$ cat src/design/hsnq_pkg.sv
// ----------------------------------------------------------------------------
// hsnq_pkg: shared types and constants of the hue to scale note quantizer
// Payload structs, divider request and status, scale tables and register
// indexes used by the core and its helper units.
// ----------------------------------------------------------------------------
package hsnq_pkg;

  // Default commit dwell in ticks.
  localparam int DWELL_TICKS_DEF = 45;

  // Register indexes of the configuration port.
  localparam int CFG_IW = 3;
  localparam logic [CFG_IW-1:0] REG_MIN_BRIGHT = 3'd0;
  localparam logic [CFG_IW-1:0] REG_MIN_CHROMA = 3'd1;
  localparam logic [CFG_IW-1:0] REG_BASE_NOTE  = 3'd2;
  localparam logic [CFG_IW-1:0] REG_TRANSPOSE  = 3'd3;
  localparam logic [CFG_IW-1:0] REG_TRIG_TICKS = 3'd4;

  localparam logic [15:0] MIN_BRIGHT_RST = 16'd6554;
  localparam logic [15:0] MIN_CHROMA_RST = 16'd2048;
  localparam logic [6:0]  BASE_NOTE_RST  = 7'd48;
  localparam logic [3:0]  TRANSPOSE_RST  = 4'd0;
  localparam logic [7:0]  TRIG_TICKS_RST = 8'd15;

  // Hue arithmetic constants.
  localparam logic [14:0] HUE_SCALE   = 15'd10923;
  localparam logic [15:0] HUE_OFS_G   = 16'd21845;
  localparam logic [15:0] HUE_OFS_B   = 16'd43691;
  localparam logic [15:0] HUE_ROTATE  = 16'd5461;
  localparam logic [12:0] ZONE_HYST   = 13'd48;
  localparam logic [12:0] ZONE_UPPER  = 13'd1072;

  // Shared divider geometry.
  localparam int DIV_QW = 14;
  localparam int DIV_RW = 13;
  localparam int DIV_CW = 4;

  typedef struct packed {
    logic [DIV_RW-1:0] rem_init;
    logic [DIV_QW-1:0] low_bits;
    logic [DIV_CW-1:0] count;
    logic [DIV_RW-1:0] divisor;
  } div_req_t;

  typedef struct packed {
    logic busy;
    logic done;
  } div_stat_t;

  typedef struct packed {
    logic [15:0] red;
    logic [15:0] green;
    logic [15:0] blue;
    logic [11:0] knob;
  } in_t;

  typedef struct packed {
    logic [6:0] note;
    logic       note_held;
    logic [2:0] led_flash;
    logic       trigger;
    logic       color_valid;
    logic       gate;
  } out_t;

  function automatic logic [3:0] scale_len(input logic [1:0] s);
    logic [3:0] l;
    unique case (s)
      2'd0:    l = 4'd12;
      2'd1:    l = 4'd7;
      2'd2:    l = 4'd7;
      default: l = 4'd5;
    endcase
    return l;
  endfunction

  // Band count 2*len+1.
  function automatic logic [4:0] scale_bands(input logic [1:0] s);
    return {scale_len(s), 1'b1};
  endfunction

  // Band width 65536 / (2*len+1).
  function automatic logic [12:0] scale_band(input logic [1:0] s);
    logic [12:0] b;
    unique case (s)
      2'd0:    b = 13'd2621;
      2'd1:    b = 13'd4369;
      2'd2:    b = 13'd4369;
      default: b = 13'd5957;
    endcase
    return b;
  endfunction

  // Quarter band, rounded down.
  function automatic logic [10:0] scale_qband(input logic [1:0] s);
    logic [10:0] q;
    unique case (s)
      2'd0:    q = 11'd655;
      2'd1:    q = 11'd1092;
      2'd2:    q = 11'd1092;
      default: q = 11'd1489;
    endcase
    return q;
  endfunction

  // Semitone offset of a degree within one octave of a scale.
  function automatic logic [3:0] scale_step(input logic [1:0] s, input logic [3:0] idx);
    logic [3:0] v;
    v = 4'd0;
    unique case (s)
      2'd0: v = idx;
      2'd1: begin
        unique case (idx)
          4'd1:    v = 4'd2;
          4'd2:    v = 4'd4;
          4'd3:    v = 4'd5;
          4'd4:    v = 4'd7;
          4'd5:    v = 4'd9;
          4'd6:    v = 4'd11;
          default: v = 4'd0;
        endcase
      end
      2'd2: begin
        unique case (idx)
          4'd1:    v = 4'd2;
          4'd2:    v = 4'd3;
          4'd3:    v = 4'd5;
          4'd4:    v = 4'd7;
          4'd5:    v = 4'd8;
          4'd6:    v = 4'd10;
          default: v = 4'd0;
        endcase
      end
      default: begin
        unique case (idx)
          4'd1:    v = 4'd2;
          4'd2:    v = 4'd4;
          4'd3:    v = 4'd7;
          4'd4:    v = 4'd9;
          default: v = 4'd0;
        endcase
      end
    endcase
    return v;
  endfunction

endpackage

$ cat src/design/hsnq_div.sv
// ----------------------------------------------------------------------------
// hsnq_div: shared restoring divider
// Produces one quotient bit per cycle. The caller pre-aligns the dividend so
// that the initial partial remainder is already below the divisor.
// ----------------------------------------------------------------------------
module hsnq_div
  import hsnq_pkg::*;
(
  input  logic              clk,
  input  logic              rst_n,
  input  logic              start,
  input  div_req_t          req,
  output div_stat_t         stat,
  output logic [DIV_QW-1:0] quotient
);

  logic [DIV_RW-1:0] rem_r;
  logic [DIV_QW-1:0] low_r;
  logic [DIV_QW-1:0] q_r;
  logic [DIV_CW-1:0] cnt_r;
  logic [DIV_RW-1:0] dsr_r;
  logic              done_r;

  logic [DIV_RW:0]   shifted;
  logic [DIV_RW+1:0] trial;
  logic              fits;

  assign shifted = {rem_r, low_r[DIV_QW-1]};
  assign trial   = {1'b0, shifted} - {2'b00, dsr_r};
  assign fits    = !trial[DIV_RW+1];

  always_ff @(posedge clk) begin
    if (!rst_n) begin
      cnt_r  <= '0;
      done_r <= 1'b0;
    end else begin
      // Done rises in the cycle after the last quotient step.
      done_r <= !start && (cnt_r == DIV_CW'(1));
      if (start) begin
        rem_r <= req.rem_init;
        low_r <= req.low_bits;
        q_r   <= '0;
        cnt_r <= req.count;
        dsr_r <= req.divisor;
      end else if (cnt_r != '0) begin
        // The partial remainder stays below the divisor, so it fits DIV_RW bits.
        rem_r  <= fits ? trial[DIV_RW-1:0] : shifted[DIV_RW-1:0];
        low_r  <= {low_r[DIV_QW-2:0], 1'b0};
        q_r    <= {q_r[DIV_QW-2:0], fits};
        cnt_r  <= cnt_r - 1'b1;
      end
    end
  end

  assign stat.busy = (cnt_r != '0);
  assign stat.done = done_r;
  assign quotient  = q_r;

endmodule

$ cat src/design/hsnq_note.sv
// ----------------------------------------------------------------------------
// hsnq_note: degree to note mapping
// Splits a held degree into octave and scale step and forms the saturated
// note number from base note and transpose.
// ----------------------------------------------------------------------------
module hsnq_note
  import hsnq_pkg::*;
(
  input  logic [1:0] scale,
  input  logic [4:0] degree,
  input  logic [6:0] base_note,
  input  logic [3:0] transpose,
  output logic [6:0] note
);

  logic [4:0] len5;
  logic [4:0] two_len;
  logic [4:0] step_idx;
  logic [4:0] octave_semis;
  logic [8:0] sum;

  // A held degree is below 2*len+1, so at most two octaves are removed.
  always_comb begin
    len5    = {1'b0, scale_len(scale)};
    two_len = {len5[3:0], 1'b0};
    if (degree >= two_len) begin
      step_idx     = degree - two_len;
      octave_semis = 5'd24;
    end else if (degree >= len5) begin
      step_idx     = degree - len5;
      octave_semis = 5'd12;
    end else begin
      step_idx     = degree;
      octave_semis = 5'd0;
    end
    sum  = {2'b00, base_note} + {5'b0, transpose} + {4'b0, octave_semis}
         + {5'b0, scale_step(scale, step_idx[3:0])};
    note = (sum > 9'd127) ? 7'd127 : sum[6:0];
  end

endmodule

$ cat src/design/hue_to_scale_note_quantizer_core.sv
// ----------------------------------------------------------------------------
// hue_to_scale_note_quantizer_core: light hue to scale note quantizer
// Maps an RGB light sample to a held scale degree of a knob-chosen scale,
// with zone and band hysteresis, a commit dwell and a trigger pulse.
// ----------------------------------------------------------------------------
//
//  channel | direction | handshake          | payload
//  --------+-----------+--------------------+-------------------------------
//  in      | input     | in_valid/in_stall  | in_t  red, green, blue, knob
//  out     | output    | out_valid/out_stall| out_t note ... gate
//  cfg     | input     | cfg_valid/cfg_ready| cfg_index (3b), cfg_data (16b)
//
// An invalid or grey sample skips both divisions, and a hue inside the held
// band skips the band search; otherwise the shared divider computes the hue
// quotient (14 bits) and then the band quotient (5 bits), one quotient bit
// per cycle.
// Reset is synchronous and active low; it restores the register defaults and
// clears all tracking state. in_stall stays high from acceptance until the
// result is loaded into the output register, which holds it while out_stall
// is high; the next input transaction may be accepted meanwhile.
module hue_to_scale_note_quantizer_core
  import hsnq_pkg::*;
#(
  parameter int DWELL_TICKS = DWELL_TICKS_DEF
)(
  input  logic              clk,
  input  logic              rst_n,
  input  logic              in_valid,
  output logic              in_stall,
  input  in_t               in_data,
  output logic              out_valid,
  input  logic              out_stall,
  output out_t              out_data,
  input  logic              cfg_valid,
  output logic              cfg_ready,
  input  logic [CFG_IW-1:0] cfg_index,
  input  logic [15:0]       cfg_data
);

  typedef enum logic [2:0] {
    S_IDLE,
    S_MUL,
    S_HDIV,
    S_QSEL,
    S_BDIV,
    S_UPD,
    S_OUT
  } state_t;

  state_t state_r;

  // Configuration registers.
  logic [15:0] min_bright_r;
  logic [15:0] min_chroma_r;
  logic [6:0]  base_note_r;
  logic [3:0]  transpose_r;
  logic [7:0]  trig_ticks_r;

  // Tracking state.
  logic [1:0]  cur_scale_r;
  logic        synced_r;
  logic        degree_valid_r;
  logic [4:0]  held_r;
  logic        pend_valid_r;
  logic [4:0]  pend_r;
  logic [7:0]  dwell_r;
  logic [7:0]  trig_cnt_r;

  // Per-transaction working registers.
  logic [11:0] r12_r, g12_r, b12_r;
  logic        bright_ok_r;
  logic [2:0]  flash_r;
  logic        neg_r;
  logic [15:0] offset_r;
  logic [15:0] hue_r;
  logic        color_valid_r;
  logic [4:0]  cand_r;
  logic        out_valid_r;
  out_t        out_data_r;

  // Shared divider.
  logic              div_start;
  div_req_t          div_req;
  div_stat_t         div_stat;
  logic [DIV_QW-1:0] div_q;

  hsnq_div u_div (
    .clk      (clk),
    .rst_n    (rst_n),
    .start    (div_start),
    .req      (div_req),
    .stat     (div_stat),
    .quotient (div_q)
  );

  logic [6:0] mapped_note;

  hsnq_note u_note (
    .scale     (cur_scale_r),
    .degree    (held_r),
    .base_note (base_note_r),
    .transpose (transpose_r),
    .note      (mapped_note)
  );

  logic in_accept;
  logic out_free;

  assign in_accept = in_valid && !in_stall;
  assign out_free  = !out_valid_r || !out_stall;
  assign in_stall  = (state_r != S_IDLE);
  assign cfg_ready = 1'b1;
  assign out_valid = out_valid_r;
  assign out_data  = out_data_r;

  // Knob zone tracking. Before the first transaction the knob's own zone is
  // taken, which always lies inside its hysteresis window.
  logic [1:0]  scale_eff;
  logic [12:0] knob13;
  logic [12:0] zone_base;
  logic        zone_leave;
  logic [15:0] mx16, mn16;
  logic        color_ok;

  always_comb begin
    scale_eff  = synced_r ? cur_scale_r : in_data.knob[11:10];
    knob13     = {1'b0, in_data.knob};
    zone_base  = {1'b0, scale_eff, 10'd0};
    zone_leave = ((scale_eff != 2'd0) && (knob13 < (zone_base - ZONE_HYST)))
               || (knob13 >= (zone_base + ZONE_UPPER));
    mx16 = (in_data.red > in_data.green) ? in_data.red : in_data.green;
    mx16 = (mx16 > in_data.blue) ? mx16 : in_data.blue;
    mn16 = (in_data.red < in_data.green) ? in_data.red : in_data.green;
    mn16 = (mn16 < in_data.blue) ? mn16 : in_data.blue;
    color_ok = (mx16 >= min_bright_r) && ((mx16 - mn16) >= min_chroma_r);
  end

  // Hue sector selection on the 12-bit channels; the earlier channel wins a
  // tie for the maximum. The magnitude of the channel difference is scaled
  // and divided, and the sign is put back afterwards so the quotient
  // truncates toward zero.
  logic [11:0] mx12, mn12, d12;
  logic [12:0] diff;
  logic [11:0] diff_mag;
  logic [15:0] sector_ofs;
  logic [25:0] prod;

  always_comb begin
    mx12 = (r12_r > g12_r) ? r12_r : g12_r;
    mx12 = (mx12 > b12_r) ? mx12 : b12_r;
    mn12 = (r12_r < g12_r) ? r12_r : g12_r;
    mn12 = (mn12 < b12_r) ? mn12 : b12_r;
    d12  = mx12 - mn12;
    if (mx12 == r12_r) begin
      diff       = {1'b0, g12_r} - {1'b0, b12_r};
      sector_ofs = 16'd0;
    end else if (mx12 == g12_r) begin
      diff       = {1'b0, b12_r} - {1'b0, r12_r};
      sector_ofs = HUE_OFS_G;
    end else begin
      diff       = {1'b0, r12_r} - {1'b0, g12_r};
      sector_ofs = HUE_OFS_B;
    end
    diff_mag = diff[12] ? 12'(-diff) : diff[11:0];
    prod     = {14'd0, diff_mag} * {11'd0, HUE_SCALE};
  end

  // Hue from the signed quotient, wrapped to 16 bits and rotated.
  logic [15:0] q16;
  logic [15:0] hue_calc;

  assign q16      = {2'b00, div_q};
  assign hue_calc = offset_r + (neg_r ? (~q16 + 16'd1) : q16) + HUE_ROTATE;

  // Band hysteresis around the held degree, on signed 18-bit values.
  logic [12:0]        band;
  logic [4:0]         n_bands;
  logic signed [17:0] band_lo, band_hi, hue_s;
  logic               in_held_band;
  logic [17:0]        held_base;

  always_comb begin
    band      = scale_band(cur_scale_r);
    n_bands   = scale_bands(cur_scale_r);
    held_base = {13'd0, held_r} * {5'd0, band};
    band_lo   = $signed(held_base) - $signed({7'd0, scale_qband(cur_scale_r)});
    band_hi   = $signed(held_base) + $signed({5'd0, band})
              + $signed({7'd0, scale_qband(cur_scale_r)});
    hue_s     = $signed({2'b00, hue_r});
    in_held_band = degree_valid_r && (hue_s >= band_lo) && (hue_s < band_hi);
  end

  // Divider requests: the hue quotient is known to stay below 2^14 and the
  // band quotient below 2^5, which fixes the pre-alignment of each dividend.
  always_comb begin
    div_start = 1'b0;
    div_req   = '0;
    if (state_r == S_MUL) begin
      div_start        = bright_ok_r && (d12 != 12'd0);
      div_req.rem_init = {1'b0, prod[25:14]};
      div_req.low_bits = prod[13:0];
      div_req.count    = DIV_CW'(14);
      div_req.divisor  = {1'b0, d12};
    end else if (state_r == S_QSEL) begin
      div_start        = !in_held_band;
      div_req.rem_init = {2'b00, hue_r[15:5]};
      div_req.low_bits = {hue_r[4:0], 9'd0};
      div_req.count    = DIV_CW'(5);
      div_req.divisor  = band;
    end
  end

  logic [8:0] dwell_inc;
  logic       trig_now;

  assign dwell_inc = {1'b0, dwell_r} + 9'd1;
  assign trig_now  = (trig_cnt_r != 8'd0);

  always_ff @(posedge clk) begin
    if (!rst_n) begin
      state_r        <= S_IDLE;
      min_bright_r   <= MIN_BRIGHT_RST;
      min_chroma_r   <= MIN_CHROMA_RST;
      base_note_r    <= BASE_NOTE_RST;
      transpose_r    <= TRANSPOSE_RST;
      trig_ticks_r   <= TRIG_TICKS_RST;
      cur_scale_r    <= 2'd0;
      synced_r       <= 1'b0;
      degree_valid_r <= 1'b0;
      held_r         <= 5'd0;
      pend_valid_r   <= 1'b0;
      pend_r         <= 5'd0;
      dwell_r        <= 8'd0;
      trig_cnt_r     <= 8'd0;
      out_valid_r    <= 1'b0;
    end else begin
      if (cfg_valid && cfg_ready) begin
        unique case (cfg_index)
          REG_MIN_BRIGHT: min_bright_r <= cfg_data;
          REG_MIN_CHROMA: min_chroma_r <= cfg_data;
          REG_BASE_NOTE:  base_note_r  <= cfg_data[6:0];
          REG_TRANSPOSE:  transpose_r  <= cfg_data[3:0];
          REG_TRIG_TICKS: trig_ticks_r <= cfg_data[7:0];
          default: ;
        endcase
      end

      // The output step reloads the register itself when it is drained.
      if (out_valid_r && !out_stall && (state_r != S_OUT)) begin
        out_valid_r <= 1'b0;
      end

      unique case (state_r)
        S_IDLE: begin
          if (in_accept) begin
            r12_r       <= in_data.red[15:4];
            g12_r       <= in_data.green[15:4];
            b12_r       <= in_data.blue[15:4];
            bright_ok_r <= color_ok;
            synced_r    <= 1'b1;
            // Leaving a zone drops the held and pending degrees.
            if (zone_leave) begin
              cur_scale_r    <= in_data.knob[11:10];
              degree_valid_r <= 1'b0;
              pend_valid_r   <= 1'b0;
              dwell_r        <= 8'd0;
              flash_r        <= {1'b0, in_data.knob[11:10]} + 3'd1;
            end else begin
              cur_scale_r <= scale_eff;
              flash_r     <= 3'd0;
            end
            state_r <= S_MUL;
          end
        end
        S_MUL: begin
          neg_r    <= diff[12];
          offset_r <= sector_ofs;
          if (bright_ok_r && (d12 != 12'd0)) begin
            color_valid_r <= 1'b1;
            state_r       <= S_HDIV;
          end else begin
            color_valid_r <= 1'b0;
            state_r       <= S_UPD;
          end
        end
        S_HDIV: begin
          if (div_stat.done) begin
            hue_r   <= hue_calc;
            state_r <= S_QSEL;
          end
        end
        S_QSEL: begin
          if (in_held_band) begin
            cand_r  <= held_r;
            state_r <= S_UPD;
          end else begin
            state_r <= S_BDIV;
          end
        end
        S_BDIV: begin
          if (div_stat.done) begin
            // The top of the hue range may land one past the last band.
            cand_r  <= (div_q[4:0] >= n_bands) ? (n_bands - 5'd1) : div_q[4:0];
            state_r <= S_UPD;
          end
        end
        S_UPD: begin
          if (color_valid_r) begin
            if (degree_valid_r && (cand_r == held_r)) begin
              pend_valid_r <= 1'b0;
              dwell_r      <= 8'd0;
            end else if (!pend_valid_r || (cand_r != pend_r)) begin
              pend_valid_r <= 1'b1;
              pend_r       <= cand_r;
              dwell_r      <= 8'd0;
            end else if (dwell_inc >= 9'(DWELL_TICKS)) begin
              degree_valid_r <= 1'b1;
              held_r         <= cand_r;
              pend_valid_r   <= 1'b0;
              dwell_r        <= 8'd0;
              trig_cnt_r     <= trig_ticks_r;
            end else begin
              dwell_r <= dwell_inc[7:0];
            end
          end else begin
            pend_valid_r <= 1'b0;
            dwell_r      <= 8'd0;
          end
          state_r <= S_OUT;
        end
        S_OUT: begin
          if (out_free) begin
            out_data_r.note        <= degree_valid_r ? mapped_note : 7'd0;
            out_data_r.note_held   <= degree_valid_r;
            out_data_r.led_flash   <= flash_r;
            out_data_r.trigger     <= trig_now;
            out_data_r.color_valid <= color_valid_r;
            out_data_r.gate        <= color_valid_r && degree_valid_r;
            out_valid_r            <= 1'b1;
            if (trig_now) begin
              trig_cnt_r <= trig_cnt_r - 8'd1;
            end
            state_r <= S_IDLE;
          end
        end
        default: state_r <= S_IDLE;
      endcase
    end
  end

`ifndef ASSERT_OFF
  // The sequencer never restarts the divider in the middle of a division.
  a_div_idle_at_start: assert property (@(posedge clk) disable iff (!rst_n)
    div_start |-> !div_stat.busy)
    else $error("divider started while busy");

  // A commit clears the dwell count, so it never reaches the dwell length.
  a_dwell_bound: assert property (@(posedge clk) disable iff (!rst_n)
    dwell_r < 8'(DWELL_TICKS))
    else $error("dwell count reached its limit");

  // A held degree always names a band of the current scale.
  a_held_in_range: assert property (@(posedge clk) disable iff (!rst_n)
    degree_valid_r |-> (held_r < scale_bands(cur_scale_r)))
    else $error("held degree outside the band range");

  // A result only appears after the sequencer went through its output step.
  a_out_from_seq: assert property (@(posedge clk) disable iff (!rst_n)
    $rose(out_valid_r) |-> $past(state_r == S_OUT))
    else $error("result raised outside the output step");

  // A sample that gave no hue never opens the gate.
  a_gate_needs_color: assert property (@(posedge clk) disable iff (!rst_n)
    out_valid_r |-> (!out_data_r.gate || (out_data_r.color_valid && out_data_r.note_held)))
    else $error("gate high without colour and held note");
`endif

endmodule
$ cat config.mk
export PLATFORM = sky130hd
export DESIGN_NAME = hue_to_scale_note_quantizer_core
export DESIGN_NICKNAME = d
export VERILOG_FILES = /design/src/design/hsnq_pkg.sv /design/src/design/hsnq_div.sv /design/src/design/hsnq_note.sv /design/src/design/hue_to_scale_note_quantizer_core.sv
export SDC_FILE = /design/constraint.sdc
export NUM_CORES = 1
export LEC_CHECK = 0
export BUFFER_PORTS_ARGS = -buffer_cell sky130_fd_sc_hd__buf_2
export CORE_MARGIN = 1.5
export CORE_UTILIZATION = 60
export DETAILED_ROUTE_END_ITERATION = 10
export PLACE_DENSITY = 0.9
export SYNTH_ARGS = -nofsm -noshare
export SYNTH_HDL_FRONTEND = slang
export SYNTH_SLANG_ARGS = --single-unit
$ cat constraint.sdc
create_clock -name clk -period 12.4 [get_ports clk]
set_input_delay 0.62 -clock clk [delete_from_list [all_inputs] [get_ports clk]]
set_output_delay 0.62 -clock clk [all_outputs]
set_load 0.01 [all_outputs]
**Word level (Yosys, flattened, before mapping)**

Index checks and enable logic that the tools add are counted.

- Output and inout bits: 17
- Bits of input ports: 84
- Bits in registers: 238

- Bitwise gates (word level): 4
- Eq/ne operators: 36
- Multiply operators: 2
- Reductions and logical operators: 55
- $add $sub $neg: 25
- Magnitude comparators: 19
- Muxes and demuxes: 80

Operators with widths:

| kind | number |
|---|---|
| $mux W16 | 6 |
| $mux W8 | 12 |
| $mux W13 | 5 |
| $mux W12 | 5 |
| $pmux W4 S6 | 2 |
| $mux W43 | 1 |
| $mux W14 | 3 |
| $mux W42 | 1 |
| $sub A12 B12 Y13 | 3 |
| $ge A16 B16 Y1 | 2 |
| $gt A16 B16 Y1 | 2 |
| $lt A16 B16 Y1 | 2 |
| $pmux W8 S2 | 2 |
| $mul A12 B14 Y26 const B | 1 |
| $pmux W13 S2 | 1 |
| $eq A12 B12 Y1 | 2 |
| $gt A12 B12 Y1 | 2 |
| $lt A12 B12 Y1 | 2 |
| $pmux W11 S2 | 1 |
| $pmux W3 S7 | 1 |
| $mux W4 | 5 |
| $mux W5 | 4 |
| $add A18 B12 Y18 | 1 |
| $add A18 B14 Y18 | 1 |
| 69 further kinds | 154 |

**Logic depth before layout (Yosys ltp)**

- Depth in word-level cells: 13
- Depth in mapped cells: 47
- Gate-level depth less buffers: 45

**Hierarchy**

A second synthesis with hierarchy kept.

- Cell total of the unflattened synthesis: 3043
- Area total of the unflattened synthesis: 26544.2 um^2

Modules (own cells, without submodules):

| module | sequential area each (um^2) | area each (um^2) | cells each | instances |
|---|---|---|---|---|
| hue_to_scale_note_quantizer_core | 4124.0 | 22356.4 | 2660 | 1 |
| hsnq_div | 1721.7 | 3171.8 | 262 | 1 |
| hsnq_note | 0.0 | 1016.0 | 121 | 1 |

**Worst setup path after synthesis**

No wires, ideal clock.

- Kind: reg2reg
- Start: reg cur_scale_r[0]
- End: reg u_div.low_r[0] (enable)
- Arrival time: 9.985 ns
- Setup slack: 1.913 ns
- Cell stages (with the launch flop): 35
- Period minus slack after synthesis: 10.487 ns
- Cell sequence: dfxtp_1 -> inv_1 -> ha_1 -> clkbuf_1 -> and2_1 -> ha_1 -> inv_1 -> fa_1 -> fa_1 -> inv_1 -> ha_1 -> o21ai_0 -> o21bai_1 -> a21oi_1 -> xnor2_1 -> inv_1 -> fa_1 -> inv_1 -> ha_1 -> ha_1 -> and3_1 -> a221o_1 -> a21oi_1 -> o211ai_1 -> a31oi_1 -> xnor2_1 -> ha_1 -> nor3_1 -> o21ai_0 -> o221ai_2 -> o2111ai_2 -> nor2b_4 -> nor2_2 -> clkbuf_1 -> a21boi_0

- Longest elaborated chain between the ends: 13

RTL lines:

| what | RTL line | text |
|---|---|---|
| from (decl) | hue_to_scale_note_quantizer_core.sv:60 | `logic [1:0] cur_scale_r;` |
| from (signal assigned) | hue_to_scale_note_quantizer_core.sv:263 | `cur_scale_r <= in_data.knob[11:10];` |
| from (signal assigned) | hue_to_scale_note_quantizer_core.sv:269 | `cur_scale_r <= scale_eff;` |
| $eq A2 B1 Y1 / $eq A2 B2 Y1 (equally long branches) | hsnq_pkg.sv:85, hsnq_pkg.sv:97 |  |
| $reduce_or A2 Y1 (no source line) | n/a |  |
| $pmux W13 S2 | hsnq_pkg.sv:85 | `unique case (s)` |
| $mul A5 B13 Y18 | hue_to_scale_note_quantizer_core.sv:185 | `held_base = {13'd0, held_r} * {5'd0, band};` |
| $add A18 B14 Y18 / $sub A18 B12 Y18 (equally long branches) | hue_to_scale_note_quantizer_core.sv:187, hue_to_scale_note_quantizer_core.sv:186 |  |
| $add A18 B12 Y18 / $ge A17 B18 Y1 (equally long branches) | hue_to_scale_note_quantizer_core.sv:188, hue_to_scale_note_quantizer_core.sv:190 |  |
| $lt A17 B18 Y1 / $logic_and A1 B1 Y1 (equally long branches) | hue_to_scale_note_quantizer_core.sv:190 | `in_held_band = degree_valid_r && (hue_s >= band_lo) && (hue_s < band_hi);` |
| $logic_and A1 B1 Y1 (*) | hue_to_scale_note_quantizer_core.sv:190 |  |
| $logic_not A1 Y1 (*) | hue_to_scale_note_quantizer_core.sv:205 | `div_start = !in_held_band;` |
| $mux W1 (*) | hue_to_scale_note_quantizer_core.sv:204 | `end else if (state_r == S_QSEL) begin` |
| $mux W1 (*) | hue_to_scale_note_quantizer_core.sv:198 | `if (state_r == S_MUL) begin` |
| $reduce_bool A2 Y1 (no source line) (*) | n/a |  |
| $reduce_and A2 Y1 (no source line) (*) | n/a |  |
| to (signal assigned) | hsnq_div.sv:41 | `low_r <= req.low_bits;` |
| to (signal assigned) | hsnq_div.sv:48 | `low_r <= {low_r[DIV_QW-2:0], 1'b0};` |
| to (decl) | hsnq_div.sv:18 | `logic [DIV_QW-1:0] low_r;` |

Every way passes the cells marked *; elsewhere a longest branch is shown, timed or not.
A chain may end at the register's enable or synchronous reset.

**Worst setup path in the final report**

- Start: reg g12_r[1]
- End: reg u_div.rem_r[11] (data pin)

- Longest elaborated chain between the ends: 12

RTL lines:

| what | RTL line | text |
|---|---|---|
| from (decl) | hue_to_scale_note_quantizer_core.sv:70 | `logic [11:0] r12_r, g12_r, b12_r;` |
| from (signal assigned) | hue_to_scale_note_quantizer_core.sv:257 | `g12_r <= in_data.green[15:4];` |
| $gt A12 B12 Y1 | hue_to_scale_note_quantizer_core.sv:149 | `mx12 = (r12_r > g12_r) ? r12_r : g12_r;` |
| $mux W12 | hue_to_scale_note_quantizer_core.sv:149 |  |
| $gt A12 B12 Y1 | hue_to_scale_note_quantizer_core.sv:150 | `mx12 = (mx12 > b12_r) ? mx12 : b12_r;` |
| $mux W12 | hue_to_scale_note_quantizer_core.sv:150 |  |
| $eq A12 B12 Y1 | hue_to_scale_note_quantizer_core.sv:157 | `end else if (mx12 == g12_r) begin` |
| $mux W13 | hue_to_scale_note_quantizer_core.sv:157 |  |
| $mux W13 | hue_to_scale_note_quantizer_core.sv:154 | `if (mx12 == r12_r) begin` |
| $neg A12 Y12 | hue_to_scale_note_quantizer_core.sv:164 | `diff_mag = diff[12] ? 12'(-diff) : diff[11:0];` |
| $mux W12 | hue_to_scale_note_quantizer_core.sv:164 |  |
| $mul A12 B14 Y26 | hue_to_scale_note_quantizer_core.sv:165 | `prod = {14'd0, diff_mag} * {11'd0, HUE_SCALE};` |
| $mux W43 | hue_to_scale_note_quantizer_core.sv:198 |  |
| $mux W13 (*) | hsnq_div.sv:39 | `if (start) begin` |
| to (signal assigned) | hsnq_div.sv:40 | `rem_r <= req.rem_init;` |
| to (signal assigned) | hsnq_div.sv:47 | `rem_r <= fits ? trial[DIV_RW-1:0] : shifted[DIV_RW-1:0];` |
| to (decl) | hsnq_div.sv:17 | `logic [DIV_RW-1:0] rem_r;` |

Marks and branches as above.

==> impl_metrics.env <==
export IMPL_core_mm2=0.0420
export IMPL_worst_setup_hold_path_clk_slew_ns=0.07
export IMPL_hold_class="input port to flip-flop"
export IMPL_gp_routability_congestion=0.992
export IMPL_tns_ns=0
export IMPL_dieArea_mm2=0.0439
export IMPL_timing_slew_headroom_pct=25.5
export IMPL_startpoint="g12_r[1]"
export IMPL_total_clock_sinks=225
export IMPL_worst_ep_arrival_time_ns=11.93
export IMPL_register_to_register_path_depth=40
export IMPL_cts_hold_buf=0
export IMPL_boundaryPins=101
export IMPL_critical_path_endpoint_category="flip-flop"
export IMPL_grt_use_total_pct=30.7
export IMPL_synth_top_cells_by_count="sky130_fd_sc_hd__ha_1 (433), sky130_fd_sc_hd__inv_1 (352), sky130_fd_sc_hd__nand2_1 (243)"
export IMPL_die_width_um=210
export IMPL_cp_class="flip-flop to flip-flop"
export IMPL_crit_top_cell="sky130_fd_sc_hd__inv_1"
export IMPL_kind_of_start_point_of_the_critical_path="flip-flop"
export IMPL_grt_max_degree=66
export IMPL_clkLatencyLatePin_ns=0.58
export IMPL_timing_critical_path_fanout_max=26
export IMPL_cts_buffers=25
export IMPL_critPathCapture="u_div.rem_r[11]"
export IMPL_postLayoutCellArea_mm2=0.0274
export IMPL_final_instance_count_excl_fill=3547
export IMPL_start_util_pct=60.9
export IMPL_detailedPlacementHpwl_um=53900
export IMPL_yosysUniqueCellTypes=89
export IMPL_synth_area_top_cells="sky130_fd_sc_hd__ha_1 (21%), sky130_fd_sc_hd__edfxtp_1 (16%), sky130_fd_sc_hd__dfxtp_1 (7.1%)"
export IMPL_ys_dominant_reg_cell="sky130_fd_sc_hd__edfxtp_1"
export IMPL_synth_seq_cells=225
export IMPL_yosysSeqAreaShare_pct=22.8
export IMPL_synth_top_area_share_pct=21.2
export IMPL_std_cell_rows=75
export IMPL_ys_warnings_count=0
export IMPL_r2r_startpoint="g12_r[1]"
export IMPL_worst_slew_pin_slew_ns=1.11
export IMPL_firstDrtPassIters=6
export IMPL_dpl_cell_area_mm2=0.0266
export IMPL_cts_tree="built"
export IMPL_overflow=0
export IMPL_ant_nets=0
export IMPL_fin_nets=3591
export IMPL_count_of_input_and_output_buffers=95
export IMPL_first_global_vias=21900
export IMPL_wire_length_of_the_first_global_routing_pass_um=109000
export IMPL_numPlacedInstances=3500
export IMPL_route_vias_total=21900
export IMPL_synth_cells=2925
export IMPL_fin_util_pct=65.2
export IMPL_crit_required_ns=12.70
export IMPL_setup_viol=0
export IMPL_post_route_cells_drive_above_1_share_pct=7.81
export IMPL_number_of_buffers_between_clock_root_and_the_deepest_sink=3
export IMPL_async_flop_share_pct=0
export IMPL_drc=0
export IMPL_report_final_slew_viol_count=0
export IMPL_detail_route_wl_per_cell_um=19.2
export IMPL_clk_root_buffer_cell="sky130_fd_sc_hd__clkbuf_16"
export IMPL_die_height_um=210
export IMPL_number_of_enable_type_register_cells_in_the_synthesized_netlist=134
export IMPL_hold_viol=0
export IMPL_synth_most_common_cell="sky130_fd_sc_hd__ha_1"
export IMPL_mappedNetlistNets=3527
export IMPL_antenna_found_initial=0
export IMPL_slowest_delay_ns=0.58
export IMPL_fmax_mhz=86.0
export IMPL_mappedNetlistArea_mm2=0.0256
export IMPL_drt_initial_drc_count=1731
export IMPL_crit_path_top_delay_cell="sky130_fd_sc_hd__edfxtp_1"
export IMPL_post_route_min_period_ns=11.63
export IMPL_htreeDepth=1
export IMPL_r2r_slack_ns=0.77
export IMPL_vias_per_cell=6.17
export IMPL_timing_max_cap_violations=0
export IMPL_run_status="completed"
export IMPL_r2r_end="u_div.rem_r[11]"
export IMPL_rsz0062_at_grt="false"
export IMPL_drt_total_wl_um=67900
export IMPL_area_added_between_synthesis_and_finish_pct=7.09
export IMPL_synth_area_leader_cell="sky130_fd_sc_hd__ha_1"
export IMPL_final_period_utilization_pct=93.8
export IMPL_antennaDiodeCount=0
export IMPL_synthesis_area_per_instance_um2=8.75
export IMPL_finClkSkew_ns=0.0399
## stage by stage
step | worst slack [ns] | hold WS [ns]
after floorplan | 1.91 | 0.400
after global placement | 0.993 | 0.403
after detailed placement | 0.750 | 0.406
after CTS | 0.705 | 0.252
after global routing | 0.0385 | 0.268
final | 0.768 | 0.265
## how the worst min path moves through the flow
stage / depth (start not counted) / startpoint / endpoint / slack, ns
after CTS: 1 / in_data[23] / b12_r[7] / 0.25
final: 1 / in_data[23] / b12_r[7] / 0.26
after global routing: 1 / in_data[23] / b12_r[7] / 0.27
after floorplan: 0 / flash_r[0] / out_data[3] / 0.40
after global placement: 0 / flash_r[1] / out_data[4] / 0.40
after detailed placement: 0 / flash_r[2] / out_data[5] / 0.41
## cells in the final DEF, fill, tap and decap left out, types with 25 or more instances in the layout
cell type / count
sky130_fd_sc_hd__a21boi_0: 42
sky130_fd_sc_hd__a21o_1: 79
sky130_fd_sc_hd__a21oi_1: 190
sky130_fd_sc_hd__and2_1: 30
sky130_fd_sc_hd__buf_2: 95
sky130_fd_sc_hd__clkbuf_16: 25
sky130_fd_sc_hd__dfxtp_1: 91
sky130_fd_sc_hd__edfxtp_1: 134
sky130_fd_sc_hd__fa_1: 85
sky130_fd_sc_hd__ha_1: 433
sky130_fd_sc_hd__inv_1: 352
sky130_fd_sc_hd__mux2_2: 33
sky130_fd_sc_hd__mux2i_1: 59
sky130_fd_sc_hd__nand2_1: 243
sky130_fd_sc_hd__nand2b_1: 28
sky130_fd_sc_hd__nand3_1: 36
sky130_fd_sc_hd__nand4_1: 26
sky130_fd_sc_hd__nor2_1: 177
sky130_fd_sc_hd__nor2b_1: 62
sky130_fd_sc_hd__nor3_1: 38
sky130_fd_sc_hd__o21a_1: 42
sky130_fd_sc_hd__o21ai_0: 148
sky130_fd_sc_hd__o21bai_1: 26
sky130_fd_sc_hd__xnor2_1: 124
sky130_fd_sc_hd__xor2_1: 85
## state kept, by name (all words and copies together), names as in the netlist, 3 cells and up
register	cells
u_div.quotient	14
u_div.low_r	14
state_r	3
base_note_r	7
u_div.dsr_r	13
dwell_r	8
out_data	14
min_bright_r	16
offset_r	3
cand_r	5
transpose_r	4
b12_r	12
pend_r	5
held_r	5
trig_cnt_r	8
flash_r	3
hue_r	16
r12_r	12
u_div.rem_r	13
trig_ticks_r	8
g12_r	12
min_chroma_r	16
u_div.cnt_r	4
## logic make-up after synthesis
logic type | after synthesis | share of synthesized area (%)
multiplexers | 93 | 3.81
buffers and inverters | 424 | 6.38
flip-flops | 225 | 22.8
adder cells (fa/ha/maj) | 518 | 27.8
AND/OR/NAND/NOR | 745 | 14.0
other | 1 | 0.0146
XOR/XNOR | 210 | 7.21
AO/OA/AOI/OAI | 709 | 17.9
## what timing repair did
item	in CTS	in global routing
endpoints found under the hold margin	0	0
buffers inserted	0	1
endpoints found under the setup margin	0	2
gates resized for setup	0	6
## critical path, delay by kind of cell (launching register included)
family                     cells  cell delay, ns
adders and majority gates      8            3.26
and+or+nand+nor               10            3.15
AOI/OAI and AO/OA             12            2.64
buffers and inverters          6            0.71
xor gates and xnor gates       2            0.68
DFF                            1            0.58
muxes                          2            0.36
## cell type report
type                            count  area [um2]
Sequential cell                   225        5850
Fill cell                        3236       14600
Tap cell                          539         674
Multi-Input combinational cell   2276       18200
Clock buffer                       25         626
Timing Repair Buffer              107         566
Inverter                          354        1330
Clock inverter                     21         219
## layer usage
| layer | routed length (um) | global-route usage, % | up-vias |
|---|---|---|---|
| li1 | - | - | 10400 |
| met1 | 27500 | 38.5 | 10300 |
| met2 | 32300 | 53.5 | 955 |
| met3 | 5110 | 3.59 | 203 |
| met4 | 3040 | 13.4 | 0 |
| met5 | 0 | 0 | - |
Power is not shown: default switching activity piles up to over one toggle a cycle in this logic, so the estimate is an artifact.
